$ cat src/sv/pra_pkg.sv
// Package with the shared sizes, field types and codes of the page run allocator.
package pra_pkg;

  localparam int NUM_PAGES  = 32;
  localparam int OWNER_BITS = 8;

  localparam int IDX_W = (NUM_PAGES > 2) ? $clog2(NUM_PAGES) : 1;
  localparam int CNT_W = $clog2(NUM_PAGES + 1);
  localparam int REQ_SIZE_W = 6;
  localparam int RUN_W = (CNT_W > REQ_SIZE_W) ? CNT_W : REQ_SIZE_W;

  typedef logic [1:0]            opcode_field_t;
  typedef logic [7:0]            owner_field_t;
  typedef logic [REQ_SIZE_W-1:0] size_field_t;
  typedef logic [1:0]            status_field_t;
  typedef logic [4:0]            start_field_t;
  typedef logic [5:0]            count_field_t;

  typedef logic [OWNER_BITS-1:0] tag_t;

  typedef enum logic [1:0] {
    OP_ALLOC   = 2'd0,
    OP_FREE    = 2'd1,
    OP_COMPACT = 2'd2,
    OP_UNUSED  = 2'd3
  } opcode_t;

  typedef enum logic [1:0] {
    ST_OK        = 2'd0,
    ST_NO_SPACE  = 2'd1,
    ST_NOT_FOUND = 2'd2,
    ST_BAD       = 2'd3
  } status_t;

endpackage

$ cat src/sv/pra_if.sv
// Request and response channel interfaces of the page run allocator.
interface pra_req_if;
  import pra_pkg::*;

  logic          valid;
  logic          ready;
  opcode_field_t opcode;
  owner_field_t  owner;
  size_field_t   request_size;

  modport source (output valid, output opcode, output owner, output request_size,
                  input ready);
  modport sink (input valid, input opcode, input owner, input request_size,
                output ready);
endinterface

interface pra_rsp_if;
  import pra_pkg::*;

  logic          valid;
  logic          ready;
  status_field_t status;
  start_field_t  start_page;
  count_field_t  page_count;
  count_field_t  free_pages;

  modport source (output valid, output status, output start_page, output page_count,
                  output free_pages, input ready);
  modport sink (input valid, input status, input start_page, input page_count,
                input free_pages, output ready);
endinterface

$ cat src/sv/page_run_allocator_core.sv
// Top level of the page run allocator: owner-tag memory, sequencer and result register.
//
// The block keeps one owner tag per page in a synchronous memory; tag zero
// marks a free page. Requests arrive on the req channel (opcode, owner,
// request_size) and each produces exactly one transfer on the rsp channel
// (status, start_page, page_count, free_pages). A transfer happens on a
// rising clock edge where valid and ready are both high.
//
// Allocate, free and compact sweep the memory one page per cycle through the
// registered read port. Allocate stops scanning at the first fitting run and
// then writes request_size pages, one per cycle. Rejected requests skip the
// sweep and go straight to the done state, where their result is loaded.
//
// Reset clears the per-page valid flags, so every page reads as free at once,
// and sets the free-page count to NUM_PAGES. A result waits in the output
// register while the receiver stalls; the next request is still accepted
// and worked on, and it only waits at the end for the register to drain.
module page_run_allocator_core (
  input  logic           clk,
  input  logic           rst,
  pra_req_if.sink        req,
  pra_rsp_if.source      rsp
);
  import pra_pkg::*;

  typedef enum logic [1:0] {
    S_IDLE,
    S_SCAN,
    S_FILL,
    S_DONE
  } state_t;

  // Owner-tag memory with one write port and one registered read port.
  tag_t                 page_mem [NUM_PAGES];
  logic [NUM_PAGES-1:0] page_valid;
  logic [NUM_PAGES-1:0] page_valid_next;
  tag_t                 mem_rdata;
  logic                 rd_valid;
  logic [IDX_W-1:0]     mem_raddr;
  logic [IDX_W-1:0]     mem_waddr;
  tag_t                 mem_wdata;
  logic                 mem_we;
  logic                 trim;

  // Sequencer registers.
  state_t           state, state_next;
  opcode_t          op, op_next;
  tag_t             tag, tag_next;
  size_field_t      want, want_next;
  logic [CNT_W-1:0] idx, idx_next;
  logic             pend, pend_next;
  logic [IDX_W-1:0] paddr, paddr_next;
  logic [RUN_W-1:0] run, run_next;
  logic [IDX_W-1:0] run_start, run_start_next;
  logic [CNT_W-1:0] wptr, wptr_next;
  logic [RUN_W-1:0] fill_left, fill_left_next;
  logic [CNT_W-1:0] cnt, cnt_next;
  logic [CNT_W-1:0] free_cnt, free_cnt_next;
  status_t          res_status, res_status_next;
  logic [IDX_W-1:0] res_start, res_start_next;
  logic [CNT_W-1:0] res_count, res_count_next;

  // Output register.
  logic          out_valid;
  status_field_t out_status;
  start_field_t  out_start;
  count_field_t  out_count;
  count_field_t  out_free;

  tag_t             page_data;
  tag_t             req_tag;
  logic             accept;
  logic             out_load;
  logic             last_page;
  logic [RUN_W-1:0] run_inc;
  logic [IDX_W-1:0] run_start_eff;

  assign req.ready = (state == S_IDLE);
  assign accept    = req.valid && req.ready;
  assign out_load  = (state == S_DONE) && (!out_valid || rsp.ready);

  // The stored tag is the owner masked to the tag width.
  assign req_tag   = OWNER_BITS'(req.owner);
  // A page never written since reset or trimmed by compaction reads as free.
  assign page_data = rd_valid ? mem_rdata : '0;
  assign last_page = (paddr == IDX_W'(NUM_PAGES - 1));
  assign run_inc   = run + RUN_W'(1);
  assign run_start_eff = (run == '0) ? paddr : run_start;

  assign rsp.valid      = out_valid;
  assign rsp.status     = out_status;
  assign rsp.start_page = out_start;
  assign rsp.page_count = out_count;
  assign rsp.free_pages = out_free;

  always_comb begin
    state_next      = state;
    op_next         = op;
    tag_next        = tag;
    want_next       = want;
    idx_next        = idx;
    pend_next       = 1'b0;
    paddr_next      = paddr;
    run_next        = run;
    run_start_next  = run_start;
    wptr_next       = wptr;
    fill_left_next  = fill_left;
    cnt_next        = cnt;
    free_cnt_next   = free_cnt;
    res_status_next = res_status;
    res_start_next  = res_start;
    res_count_next  = res_count;
    mem_raddr       = idx[IDX_W-1:0];
    mem_waddr       = wptr[IDX_W-1:0];
    mem_wdata       = tag;
    mem_we          = 1'b0;
    trim            = 1'b0;

    unique case (state)
      S_IDLE: begin
        if (accept) begin
          op_next         = opcode_t'(req.opcode);
          tag_next        = req_tag;
          want_next       = req.request_size;
          idx_next        = '0;
          run_next        = '0;
          wptr_next       = '0;
          cnt_next        = '0;
          res_status_next = ST_OK;
          res_start_next  = '0;
          res_count_next  = '0;
          unique case (opcode_t'(req.opcode))
            OP_ALLOC: begin
              if (req_tag == '0 || req.request_size == '0) begin
                res_status_next = ST_BAD;
                state_next      = S_DONE;
              end else begin
                state_next = S_SCAN;
              end
            end
            OP_FREE: begin
              if (req_tag == '0) begin
                res_status_next = ST_BAD;
                state_next      = S_DONE;
              end else begin
                state_next = S_SCAN;
              end
            end
            OP_COMPACT: state_next = S_SCAN;
            default: begin
              res_status_next = ST_BAD;
              state_next      = S_DONE;
            end
          endcase
        end
      end

      S_SCAN: begin
        // Issue the next read while the previous page's data is processed.
        if (idx < CNT_W'(NUM_PAGES)) begin
          idx_next   = idx + CNT_W'(1);
          pend_next  = 1'b1;
          paddr_next = idx[IDX_W-1:0];
        end
        if (pend) begin
          unique case (op)
            OP_ALLOC: begin
              if (page_data == '0) begin
                run_next       = run_inc;
                run_start_next = run_start_eff;
                if (run_inc >= RUN_W'(want)) begin
                  // First fit found: tag the run from its start.
                  wptr_next      = CNT_W'(run_start_eff);
                  fill_left_next = RUN_W'(want);
                  pend_next      = 1'b0;
                  state_next     = S_FILL;
                end else if (last_page) begin
                  res_status_next = ST_NO_SPACE;
                  state_next      = S_DONE;
                end
              end else begin
                run_next = '0;
                if (last_page) begin
                  res_status_next = ST_NO_SPACE;
                  state_next      = S_DONE;
                end
              end
            end
            OP_FREE: begin
              if (page_data == tag) begin
                mem_we    = 1'b1;
                mem_waddr = paddr;
                mem_wdata = '0;
                cnt_next  = cnt + CNT_W'(1);
              end
              if (last_page) begin
                free_cnt_next   = free_cnt + cnt_next;
                res_count_next  = cnt_next;
                res_status_next = (cnt_next == '0) ? ST_NOT_FOUND : ST_OK;
                state_next      = S_DONE;
              end
            end
            default: begin
              // Compaction: used pages are copied down to the write pointer,
              // which never passes the read address.
              if (page_data != '0) begin
                mem_we    = 1'b1;
                mem_waddr = wptr[IDX_W-1:0];
                mem_wdata = page_data;
                wptr_next = wptr + CNT_W'(1);
              end
              if (last_page) begin
                trim       = 1'b1;
                state_next = S_DONE;
              end
            end
          endcase
        end
      end

      S_FILL: begin
        mem_we         = 1'b1;
        mem_waddr      = wptr[IDX_W-1:0];
        mem_wdata      = tag;
        wptr_next      = wptr + CNT_W'(1);
        fill_left_next = fill_left - RUN_W'(1);
        if (fill_left == RUN_W'(1)) begin
          free_cnt_next   = free_cnt - CNT_W'(want);
          res_status_next = ST_OK;
          res_start_next  = run_start;
          res_count_next  = CNT_W'(want);
          state_next      = S_DONE;
        end
      end

      S_DONE: begin
        if (out_load) begin
          state_next = S_IDLE;
        end
      end

      default: state_next = S_IDLE;
    endcase
  end

  // Valid flags: a write marks its page; trimming after compaction drops
  // every page at or above the final write pointer.
  always_comb begin
    page_valid_next = page_valid;
    if (mem_we) begin
      page_valid_next[mem_waddr] = 1'b1;
    end
    if (trim) begin
      for (int j = 0; j < NUM_PAGES; j++) begin
        if (CNT_W'(j) >= wptr_next) begin
          page_valid_next[j] = 1'b0;
        end
      end
    end
  end

  always_ff @(posedge clk) begin
    if (mem_we) begin
      page_mem[mem_waddr] <= mem_wdata;
    end
    mem_rdata <= page_mem[mem_raddr];
  end

  always_ff @(posedge clk) begin
    if (rst) begin
      state      <= S_IDLE;
      page_valid <= '0;
      rd_valid   <= 1'b0;
      pend       <= 1'b0;
      free_cnt   <= CNT_W'(NUM_PAGES);
      out_valid  <= 1'b0;
    end else begin
      state      <= state_next;
      page_valid <= page_valid_next;
      rd_valid   <= page_valid[mem_raddr];
      pend       <= pend_next;
      free_cnt   <= free_cnt_next;
      if (out_load) begin
        out_valid <= 1'b1;
      end else if (rsp.ready) begin
        out_valid <= 1'b0;
      end
    end
    op         <= op_next;
    tag        <= tag_next;
    want       <= want_next;
    idx        <= idx_next;
    paddr      <= paddr_next;
    run        <= run_next;
    run_start  <= run_start_next;
    wptr       <= wptr_next;
    fill_left  <= fill_left_next;
    cnt        <= cnt_next;
    res_status <= res_status_next;
    res_start  <= res_start_next;
    res_count  <= res_count_next;
    if (out_load) begin
      out_status <= res_status;
      out_start  <= 5'(res_start);
      out_count  <= 6'(res_count);
      out_free   <= 6'(free_cnt);
    end
  end

endmodule
$ cat src/flat_wrapper.sv
// flat-port wrapper written by rule: the top's interface ports become plain ports
module page_run_allocator_core_flat import pra_pkg::*;
  (clk, rst, req_valid, req_opcode, req_owner, req_request_size, req_ready, rsp_valid, rsp_status, rsp_start_page, rsp_page_count, rsp_free_pages, rsp_ready);
  pra_req_if req_i ();
  pra_rsp_if rsp_i ();
  input  logic clk;
  input  logic rst;
  input wire logic [$bits(req_i.valid)-1:0] req_valid;
  input wire logic [$bits(req_i.opcode)-1:0] req_opcode;
  input wire logic [$bits(req_i.owner)-1:0] req_owner;
  input wire logic [$bits(req_i.request_size)-1:0] req_request_size;
  output wire logic [$bits(req_i.ready)-1:0] req_ready;
  output wire logic [$bits(rsp_i.valid)-1:0] rsp_valid;
  output wire logic [$bits(rsp_i.status)-1:0] rsp_status;
  output wire logic [$bits(rsp_i.start_page)-1:0] rsp_start_page;
  output wire logic [$bits(rsp_i.page_count)-1:0] rsp_page_count;
  output wire logic [$bits(rsp_i.free_pages)-1:0] rsp_free_pages;
  input wire logic [$bits(rsp_i.ready)-1:0] rsp_ready;
  assign req_i.valid = req_valid;
  assign req_i.opcode = req_opcode;
  assign req_i.owner = req_owner;
  assign req_i.request_size = req_request_size;
  assign req_ready = req_i.ready;
  assign rsp_valid = rsp_i.valid;
  assign rsp_status = rsp_i.status;
  assign rsp_start_page = rsp_i.start_page;
  assign rsp_page_count = rsp_i.page_count;
  assign rsp_free_pages = rsp_i.free_pages;
  assign rsp_i.ready = rsp_ready;
  page_run_allocator_core u_core (.clk(clk), .rst(rst), .req(req_i), .rsp(rsp_i));
endmodule
$ cat config.mk
export PLATFORM = sky130hd
export DESIGN_NAME = page_run_allocator_core_flat
export DESIGN_NICKNAME = d
export VERILOG_FILES = /design/src/sv/pra_pkg.sv /design/src/sv/pra_if.sv /design/src/sv/page_run_allocator_core.sv /design/src/flat_wrapper.sv
export SDC_FILE = /design/constraint.sdc
export NUM_CORES = 1
export LEC_CHECK = 0
export BUFFER_PORTS_ARGS = -buffer_cell sky130_fd_sc_hd__buf_2
export CAP_MARGIN = 20
export CORE_ASPECT_RATIO = 0.7
export CORE_MARGIN = 1
export CORE_UTILIZATION = 60
export DETAILED_ROUTE_END_ITERATION = 6
export PLACE_DENSITY = 0.82
export SETUP_SLACK_MARGIN = 0.05
export SYNTH_ARGS = -nofsm -noshare
export SYNTH_HDL_FRONTEND = slang
export SYNTH_SLANG_ARGS = --single-unit
$ cat constraint.sdc
create_clock -name clk -period 3.75 [get_ports clk]
set_input_delay 1.125 -clock clk [delete_from_list [all_inputs] [get_ports clk]]
set_output_delay 1.125 -clock clk [all_outputs]
set_load 0.02 [all_outputs]
* Word-level counts from Yosys, hierarchy flattened
Memories as Yosys holds them, arrays and structs flattened. A register that Yosys moved wholly into a read port is not among the register bits.
Index checks and enable logic that the tools add are counted.
** Operators by class
- Reductions and logical operators :: 34
- Add/subtract/negate cells :: 7
- Bitwise operators :: 2
- Mux-type cells :: 131
- Eq/ne operators :: 22
- $lt $le $gt $ge :: 37
** Operator list (count)
- $mux 6 :: 28
- $ge 5x6->1 const A :: 16
- $pmux 6 s2 :: 6
- $mux 32 :: 2
- $mux 1 :: 50
- $ge 4x6->1 const A :: 8
- $mux 2 :: 20
- $mux 8 :: 5
- $pmux 6 s3 :: 2
- $mux 5 :: 7
- $or 32x32->32 :: 1
- $add 6x1->6 const B :: 4
- $ge 3x6->1 const A :: 4
- $logic_not 6->1 :: 3
- $ne 2x1->1 const B :: 9
- $pmux 2 s3 :: 3
- $logic_not 8->1 :: 2
- $pmux 8 s2 :: 1
- $reduce_and 4->1 :: 4
- $ge 1x6->1 const A :: 2
- $ge 2x6->1 const A :: 2
- $lt 5x6->1 const B :: 2
- $pmux 5 s2 :: 1
- $reduce_and 5->1 :: 2
- 33 further kinds :: 49
** Storage, ports and cells
- Register bits :: 131
- Word-level logic and storage cells :: 257
- Bits in writable memories :: 256
- Memories kept :: 1
- Bits of input ports :: 20
** Memories
- u_core.page_mem :: depth 32, bits a word 8, read ports 1, clocked after memory_dff 1, wr ports 1, RTL line page_run_allocator_core.sv:34 : tag_t page_mem [NUM_PAGES];

* Depth between registers and ports, before layout
Gate-level depths: netlist (run 1).
- Depth after elaboration :: 14
- Gate-level depth with buffers :: 18
- Depth with buffers taken out :: 17

* Least setup slack after synthesis (run 1)
Ideal clock, no wire load.
- Path type :: reg-to-reg
- Start point :: register u_core.rd_valid
- End point :: register u_core.page_valid[0]
- Buffers on the path :: 1
- Slack :: 0.367 ns
- Library setup time :: 0.091 ns
- Stages on the path, launching flop included :: 12
- Required time :: 3.659 ns
- Arrival :: 3.292 ns
- Cell sequence :: dfxtp_1 buf_4 nand4b_1 o22a_1 a32oi_4 nand2_4 nor3_4 mux2i_1 nand3_1 nor2_1 nor2_1 a311oi_1
** On the way
- Cells in the longest elaborated chain, start to end :: 14
- Elaborated cells between the ends (all ways) :: 28
- Those cells by class :: order compare: 3; eq/ne: 1; mux: 20; bitwise: 1; reduce/logical: 3
** Ends and longest elaborated chain
- start, declared :: RTL line page_run_allocator_core.sv:38 : logic rd_valid;
- start signal, assigned :: RTL line page_run_allocator_core.sv:280 : rd_valid <= page_valid[mem_raddr];
- $mux 8 * :: RTL line page_run_allocator_core.sv:85 : assign page_data = rd_valid ? mem_rdata : '0;
- $eq 8x8->1 :: RTL line page_run_allocator_core.sv:190 : if (page_data == tag) begin
- $mux 5 :: RTL line page_run_allocator_core.sv:190
- $mux 5
- $mux 5 :: RTL line page_run_allocator_core.sv:165 : if (pend) begin
- $mux 5 :: RTL line page_run_allocator_core.sv:119 : unique case (state)
- $lt 5x6->1 (not written as such) or $ge 5x1->1 (tied branches) :: RTL line page_run_allocator_core.sv:251 : page_valid_next[mem_waddr] = 1'b1;
- $logic_and 1x1->1 (not written as such) :: RTL line page_run_allocator_core.sv:251
- $mux 1 (not written as such) :: RTL line page_run_allocator_core.sv:251
- $demux 1 s5
- $or 32x32->32 (no line)
- $mux 32 :: RTL line page_run_allocator_core.sv:250 : if (mem_we) begin
- $mux 1 :: RTL line page_run_allocator_core.sv:255 : if (CNT_W'(j) >= wptr_next) begin
- $mux 32 * :: RTL line page_run_allocator_core.sv:253 : if (trim) begin
- end signal, assigned :: RTL line page_run_allocator_core.sv:279 : page_valid <= page_valid_next;
- end, declared :: RTL line page_run_allocator_core.sv:35 : logic [NUM_PAGES-1:0] page_valid;
Every way passes the cells marked *; elsewhere a longest branch is shown, timed or not.
A chain may end at the register's enable or synchronous reset.

* Worst setup path after layout (run 1)
- Start point :: register u_core.tag[7]
- End point :: register u_core.free_cnt[5]
** On the way
- Cells in the longest elaborated chain, start to end :: 10
** Ends and longest elaborated chain
- start, declared :: RTL line page_run_allocator_core.sv:48 : tag_t tag, tag_next;
- start signal, assigned :: RTL line page_run_allocator_core.sv:290 : tag <= tag_next;
- $eq 8x8->1 :: RTL line page_run_allocator_core.sv:190
- $mux 6 :: RTL line page_run_allocator_core.sv:190
- $mux 6 :: RTL line page_run_allocator_core.sv:166 : unique case (op)
- $mux 6 :: RTL line page_run_allocator_core.sv:165
- $mux 6 :: RTL line page_run_allocator_core.sv:119
- $add 6x6->6 :: RTL line page_run_allocator_core.sv:197 : free_cnt_next = free_cnt + cnt_next;
- $mux 6 :: RTL line page_run_allocator_core.sv:196 : if (last_page) begin
- $mux 6 :: RTL line page_run_allocator_core.sv:166
- $mux 6 :: RTL line page_run_allocator_core.sv:165
- $pmux 6 s2 :: RTL line page_run_allocator_core.sv:119
- end signal, assigned :: RTL line page_run_allocator_core.sv:275 : free_cnt <= CNT_W'(NUM_PAGES);
- end signal, assigned :: RTL line page_run_allocator_core.sv:282 : free_cnt <= free_cnt_next;
- end, declared :: RTL line page_run_allocator_core.sv:58 : logic [CNT_W-1:0] free_cnt, free_cnt_next;
No other way between the ends. The select of a mux whose other input is x is not followed.

==> results.tsv, run 1 <==
metric	value	unit
setup_violations	0	
layout.nets	1233	
postRouteAntennaNets	0	
path_cells	nor4bb_2 > a22oi_1 > a32oi_2 > nand2_4 > xnor2_2 > inv_1 > ha_1 > mux2i_2 > ha_1 > a21o_1 > a21o_1 > a21o_1 > nand2_1 > o2111ai_1 > a21oi_1 > mux2i_1	
max_freq	285	MHz
ys_async_sr_fraction	0	%
synth_top_area_cell	edfxtp_1	
cts_root_buf	clkbuf_16	
path_class	flip-flop to flip-flop	
synth.net_count	1133	
clk_path_buf_depth	3	
grt_max_degree	41	
synth_warnings	0	
htreeDepth	2	
worstMarginPinSlew	1.22	ns
ios	41	
report.final.slew_viol_count	0	
cp_common_cell	a21o_1	
vias_per_cell	6.50	
min_period	3.51	ns
die_x	203	um
antennaDiodeCount	0	
met3_usage	8.19	%
critical_path.top_delay_family	compound AO/OA/AOI/OAI gates	
grt_overflow	0	
met1_usage	46.2	%
grt.met2_usage	39.6	%
synth_top_area_share	59.7	%
clk_latency	0.54	ns
vdd_drop_max	547	uV
hold_class	flip-flop to flip-flop	
grtUsageTotal	29.1	%
slowest_stage	edfxtp_1	
synth_most_common_cell	edfxtp_1	
area_growth	13.6	%
totalWireLength	40600	um
postCtsSetupRepairBufs	0	
required	4.22	ns
drive_above_1_share	25.6	%
dp_slack	0.0508	ns
finalHoldViolations	0	
drc	0	
finalPower	14200	uW
num_rows	51	
gp_congestion	0.957	
cts-hold-fix-buffers	0	
dieArea	29000	sq um
cts_tree	done	
cellPowerDensity	738	nW/um^2
grt_setup_unrepaired	yes	
synth_area	17000	sq um
setup_ws	0.244	ns
yosys-top-cells-area	edfxtp_1, mux4_2, dfxtp_1	
die_height	143	um
grt-busiest-layer	met1	
crit_arrival	3.98	ns
syn_inst	1089	
grt_antenna_before_repair	0	
vias	10300	
syn_area_per_cell	15.6	sq um
path_max_fanout	7	
synth_ff_type	edfxtp_1	
cts.sinks	395	
cts_made_buffers	37	
wl_per_cell	25.5	um
drv_cap	0	
p_leak	0.00664	uW
core	27800	sq um
grt_pass1_wl	61600	um
worst_path_largest_cell_delay	0.43	ns
finClkSkew	0.0209	ns
critPathBufInv	1	
synth_edf_count	338	
fin_crit_sh	93.5	%
synth.ff_latch_count	395	
place_inst	1520	
ys_types	74	
grt_pass1_vias	9948	
crit_path_start_kind	flip-flop	
ys_seq_area_share	66.4	%
start_util	61.1	%
status	completed	
dp_hpwl	27400	um
drtIter0Drc	1372	
max-slew-margin-rel	18.7	%
clkTransAtPathRegs	0.07	ns
fillCellCount	1827	
port-buffer-count	40	
layout.cells.non_filler	1588	
dr.pass1.iters	6	
synthTopCellsByCount	edfxtp_1, nor2_1, mux4_2	
end_kind	flip-flop	
timing repair:
action,in CTS,in global routing
endpoints found under the setup margin,1,6
hold endpoints to repair,0,0
resized for setup,1,5
report_power, final:
group          total (uW)  internal (uW)  switching [uW]
combinational        4460           1940            2510
sequential           6000           5500             508
clock                3780           2180            1610
total               14200           9610            4630
metal layers:
metal,vias up,routed length [um]
li1,4432,-
met1,5171,17800
met2,650,17000
met3,74,5010
met4,0,796
met5,-,0
area by class of cell:
type                            count  area, sq um  share of cell area [%]
Sequential cell                   395        11300                    58.5
Multi-Input combinational cell    618         5460                    28.3
Clock buffer                       50         1050                    5.43
Timing Repair Buffer              109          771                    3.99
Tap cell                          371          464                    2.40
Clock inverter                     17          164                   0.849
Inverter                           28          105                   0.544
placed cells by master, fill, tap and decap left out, types with 19 or more instances in the layout:
| master | synthesis | routed |
|---|---|---|
| a21oi_1 | 51 | 51 |
| buf_2 | 4 | 40 |
| clkbuf_16 | 0 | 39 |
| ha_1 | 23 | 23 |
| edfxtp_1 | 338 | 338 |
| inv_1 | 27 | 27 |
| buf_4 | 1 | 64 |
| nor3_1 | 27 | 27 |
| dfxtp_1 | 57 | 56 |
| nand3_1 | 25 | 25 |
| xnor2_1 | 23 | 22 |
| o21ai_0 | 27 | 19 |
| nand2_1 | 60 | 60 |
| nor2_1 | 99 | 98 |
| mux4_2 | 90 | 90 |
registers in the layout, summed over array words and instances (netlist names), 8 cells and up:
register,flops
u_core.page_mem,256
u_core.tag,8
u_core.mem_rdata,8
u_core.page_valid,32
through the flow:
step,area (sq um),setup TNS (ns),util (%),hold slack (ns)
floorplan,17000,0,-,0.400
CTS,19300,0,69.3,0.421
global route,19300,-0.0521,69.4,0.425
finish,19300,0,69.4,0.420
detailed placement,18100,0,64.9,0.409
global placement,18000,0,64.8,0.406
final timing paths:
check             slack [ns]  cells after the start                  from              endpoint
hold / removal          0.42                      0  u_core.res_status[0]  u_core.rsp.status[0]
hold reg to reg         0.42                      0  u_core.res_status[0]  u_core.rsp.status[0]
setup reg to reg        0.24                     16         u_core.tag[7]    u_core.free_cnt[5]
setup / recovery        0.24                     16         u_core.tag[7]    u_core.free_cnt[5]
logic make-up (layout without fill, tap and decap cells):
family          count (synthesis)  in the layout  synth area share [%]
compound gates                149            149                  5.86
fa+ha+maj                      24             24                  1.81
simple gates                  290            290                  8.41
flops                         395            395                  66.4
xor+xnor                       32             32                  1.65
buf+inv                        76            204                  1.77
mux                           123            123                  14.1
Note: power is estimated with default switching activity, not from simulation.
==> run 2: changes to the inputs <==
==> constraint.sdc (replaced) <==
create_clock -name clk -period 3.49 [get_ports clk]
set_input_delay 1.047 -clock clk [delete_from_list [all_inputs] [get_ports clk]]
set_output_delay 1.047 -clock clk [all_outputs]
set_load 0.02 [all_outputs]
==> run 2 against run 1 <==
Net effect:
- sequential cell count unchanged
- clock-buffer cell count down 2
- utilization up 1.1 points
- final cell count up 1.7%
- sequential share of layout area down 0.89 points
- critical path depth up 1
==> results.tsv, run 2 (synthesis results as in run 1) <==
metric	value	unit	change
status	completed		
final_common_cell	edfxtp_1		
cts_root_buf	clkbuf_16		
grt_pass1_vias	10100		+1.7%
grt_max_degree	67		+63%
drive_above_1_share	29.1	%	+3.5 points
core	27800	sq um	unchanged
cellPowerDensity	785	nW/um^2	+6.3%
largest-register	u_core.page_mem		
setup_violations	0		unchanged
fin_crit_sh	97.0	%	+3.5 points
grt_pass1_wl	61900	um	+0.52%
die_height	143	um	unchanged
drv_cap	0		unchanged
p_sw_share	32.7	%	+0.22 points
path_class	flip-flop to flip-flop		
vdd_drop_max	712	uV	+30%
layout.cells.non_filler	1615		+1.7%
hold_class	flip-flop to flip-flop		
layout.nets	1261		+2.3%
clkTransAtPathRegs	0.07	ns	about the same
gp_congestion	0.950		-0.67%
clk_path_buf_depth	3		unchanged
ios	41		unchanged
dieArea	29000	sq um	unchanged
reg_top3	u_core.page_mem (256), u_core.page_valid (32)		
finalHoldViolations	0		unchanged
start_util	61.1	%	unchanged
grt_antenna_before_repair	0		unchanged
place_inst	1538		+1.2%
seqCellArea	11300	sq um	about the same
cts.sinks	395		unchanged
min_period	3.38	ns	-0.122 ns
dr.pass1.iters	6		unchanged
htreeDepth	2		unchanged
cts_made_buffers	37		unchanged
area_growth	15.3	%	
fillCellCount	1781		-2.5%
multi_input_area	5590	sq um	+2.5%
cts-hold-fix-buffers	0		unchanged
fin_area	19600	sq um	+1.5%
antennaDiodeCount	0		unchanged
p_int	10300	uW	+7.6%
finClkSkew	0.0167	ns	-0.00419 ns
vias	10600		+2.4%
crit_arrival	3.83	ns	-0.15 ns
mostFrequentLayoutCells	edfxtp_1, buf_4, nor2_1		
drtIter0Drc	1373		+0.073%
num_rows	51		unchanged
report.final.slew_viol_count	0		unchanged
cts_tree	done		
totalWireLength	41100	um	+1.3%
power.share.combinational	32.6	%	+1.3 points
fin_setup_tns	0	ns	unchanged
end_kind	flip-flop		
grtUsageTotal	29.1	%	about the same
port-buffer-count	40		unchanged
clk_latency	0.52	ns	-0.02 ns
required	3.94	ns	-0.28 ns
largest_reg_flops	256		unchanged
postRouteAntennaNets	0		unchanged
placedInstanceArea	18200	sq um	+0.64%
seqPwrFrac	41.7	%	-0.5 points
p_leak	0.00679	uW	+2.2%
path_max_fanout	4		-3
whs	0.421	ns	+0.000419 ns
grt_setup_unrepaired	yes		
dp_hpwl	27300	um	-0.45%
p_switching	5030	uW	+8.6%
drc	0		unchanged
die_x	203	um	unchanged
crit_path_start_kind	flip-flop		
wl_per_cell	25.4	um	-0.43%
max_freq	295	MHz	+3.6%
clkPwrFrac	25.7	%	-0.9 points
finalPower	15400	uW	+7.9%
max-slew-margin-rel	34.3	%	+16 points
grt_overflow	0		unchanged
worstMarginPinSlew	0.985	ns	-0.235 ns
vias_per_cell	6.55		+0.71%
run 2: cell count changes in the layout (fill, tap and decap cells not counted), moves of 3 or more:
cell,delta
nor2_2,+6
nor2_1,-6
mux2i_1,-3
clkinv_1,+3
buf_4,+30
run 2: metrics by stage:
stage               worst slack [ns]  util [%]
finish                         0.105      70.4
detailed placement           -0.0588      65.3
CTS                           0.0193      69.6
floorplan                      0.107         -
global placement               0.109      65.3
global route                 -0.0744      70.4
run 2: cell type report:
class                      count  area share (%)
timing repair buffer         137            4.90
clock inverter                18           0.722
inverter                      28           0.536
multi-input combinational    618            28.5
sequential                   395            57.6
tap                          371            2.37
clock buffer                  48            5.31
run 2: what timing repair did:
| action | in CTS | in global routing |
|---|---|---|
| setup buffers | 1 | 10 |
| gates resized for setup | 5 | 32 |
| endpoints found under the setup margin | 43 | 191 |
| pin swaps | 2 | 17 |
run 2: metal layers:
layer / vias up / share of wire, % / track usage (%)
met4: 0 / 2.2 / 6.61
met2: 686 / 43 / 41.7
li1: 4500 / - / -
met5: - / 0 / 0
met1: 5302 / 42 / 45.4
met3: 89 / 12 / 7.05
run 2: power by group through the flow:
stage | Clock (uW) | Sequential (uW) | Combinational (uW)
finish | 3960 | 6410 | 5010
CTS | 4000 | 6370 | 4760
global placement | 0 | 6440 | 4600
floorplan | 0 | 6290 | 3350
detailed placement | 0 | 6460 | 4700
global route | 4180 | 6450 | 5330
run 2: worst max-delay path: stages, from the launching register on:
cell and delay, ns:
edfxtp_1 0.46, xnor2_1 0.20, nand4_1 0.16, a32oi_4 0.30
nand2_4 0.13, xnor2_4 0.21, inv_2 0.07, ha_4 0.16
inv_2 0.06, xnor2_2 0.10, a21oi_1 0.08, ha_1 0.33
a21o_1 0.16, a21o_1 0.13, nand2_2 0.06, a221o_1 0.33
a21oi_2 0.15, mux2i_1 0.22
run 2: final timing paths:
path,startpoint,end,slack (ns),cells after the start
worst max-delay path,u_core.tag[4],u_core.free_cnt[5],0.11,17
worst min-delay path,u_core.res_count[0],u_core.rsp.page_count[0],0.42,0
worst max register to register,u_core.tag[4],u_core.free_cnt[5],0.11,17
worst min register to register,u_core.res_count[0],u_core.rsp.page_count[0],0.42,0
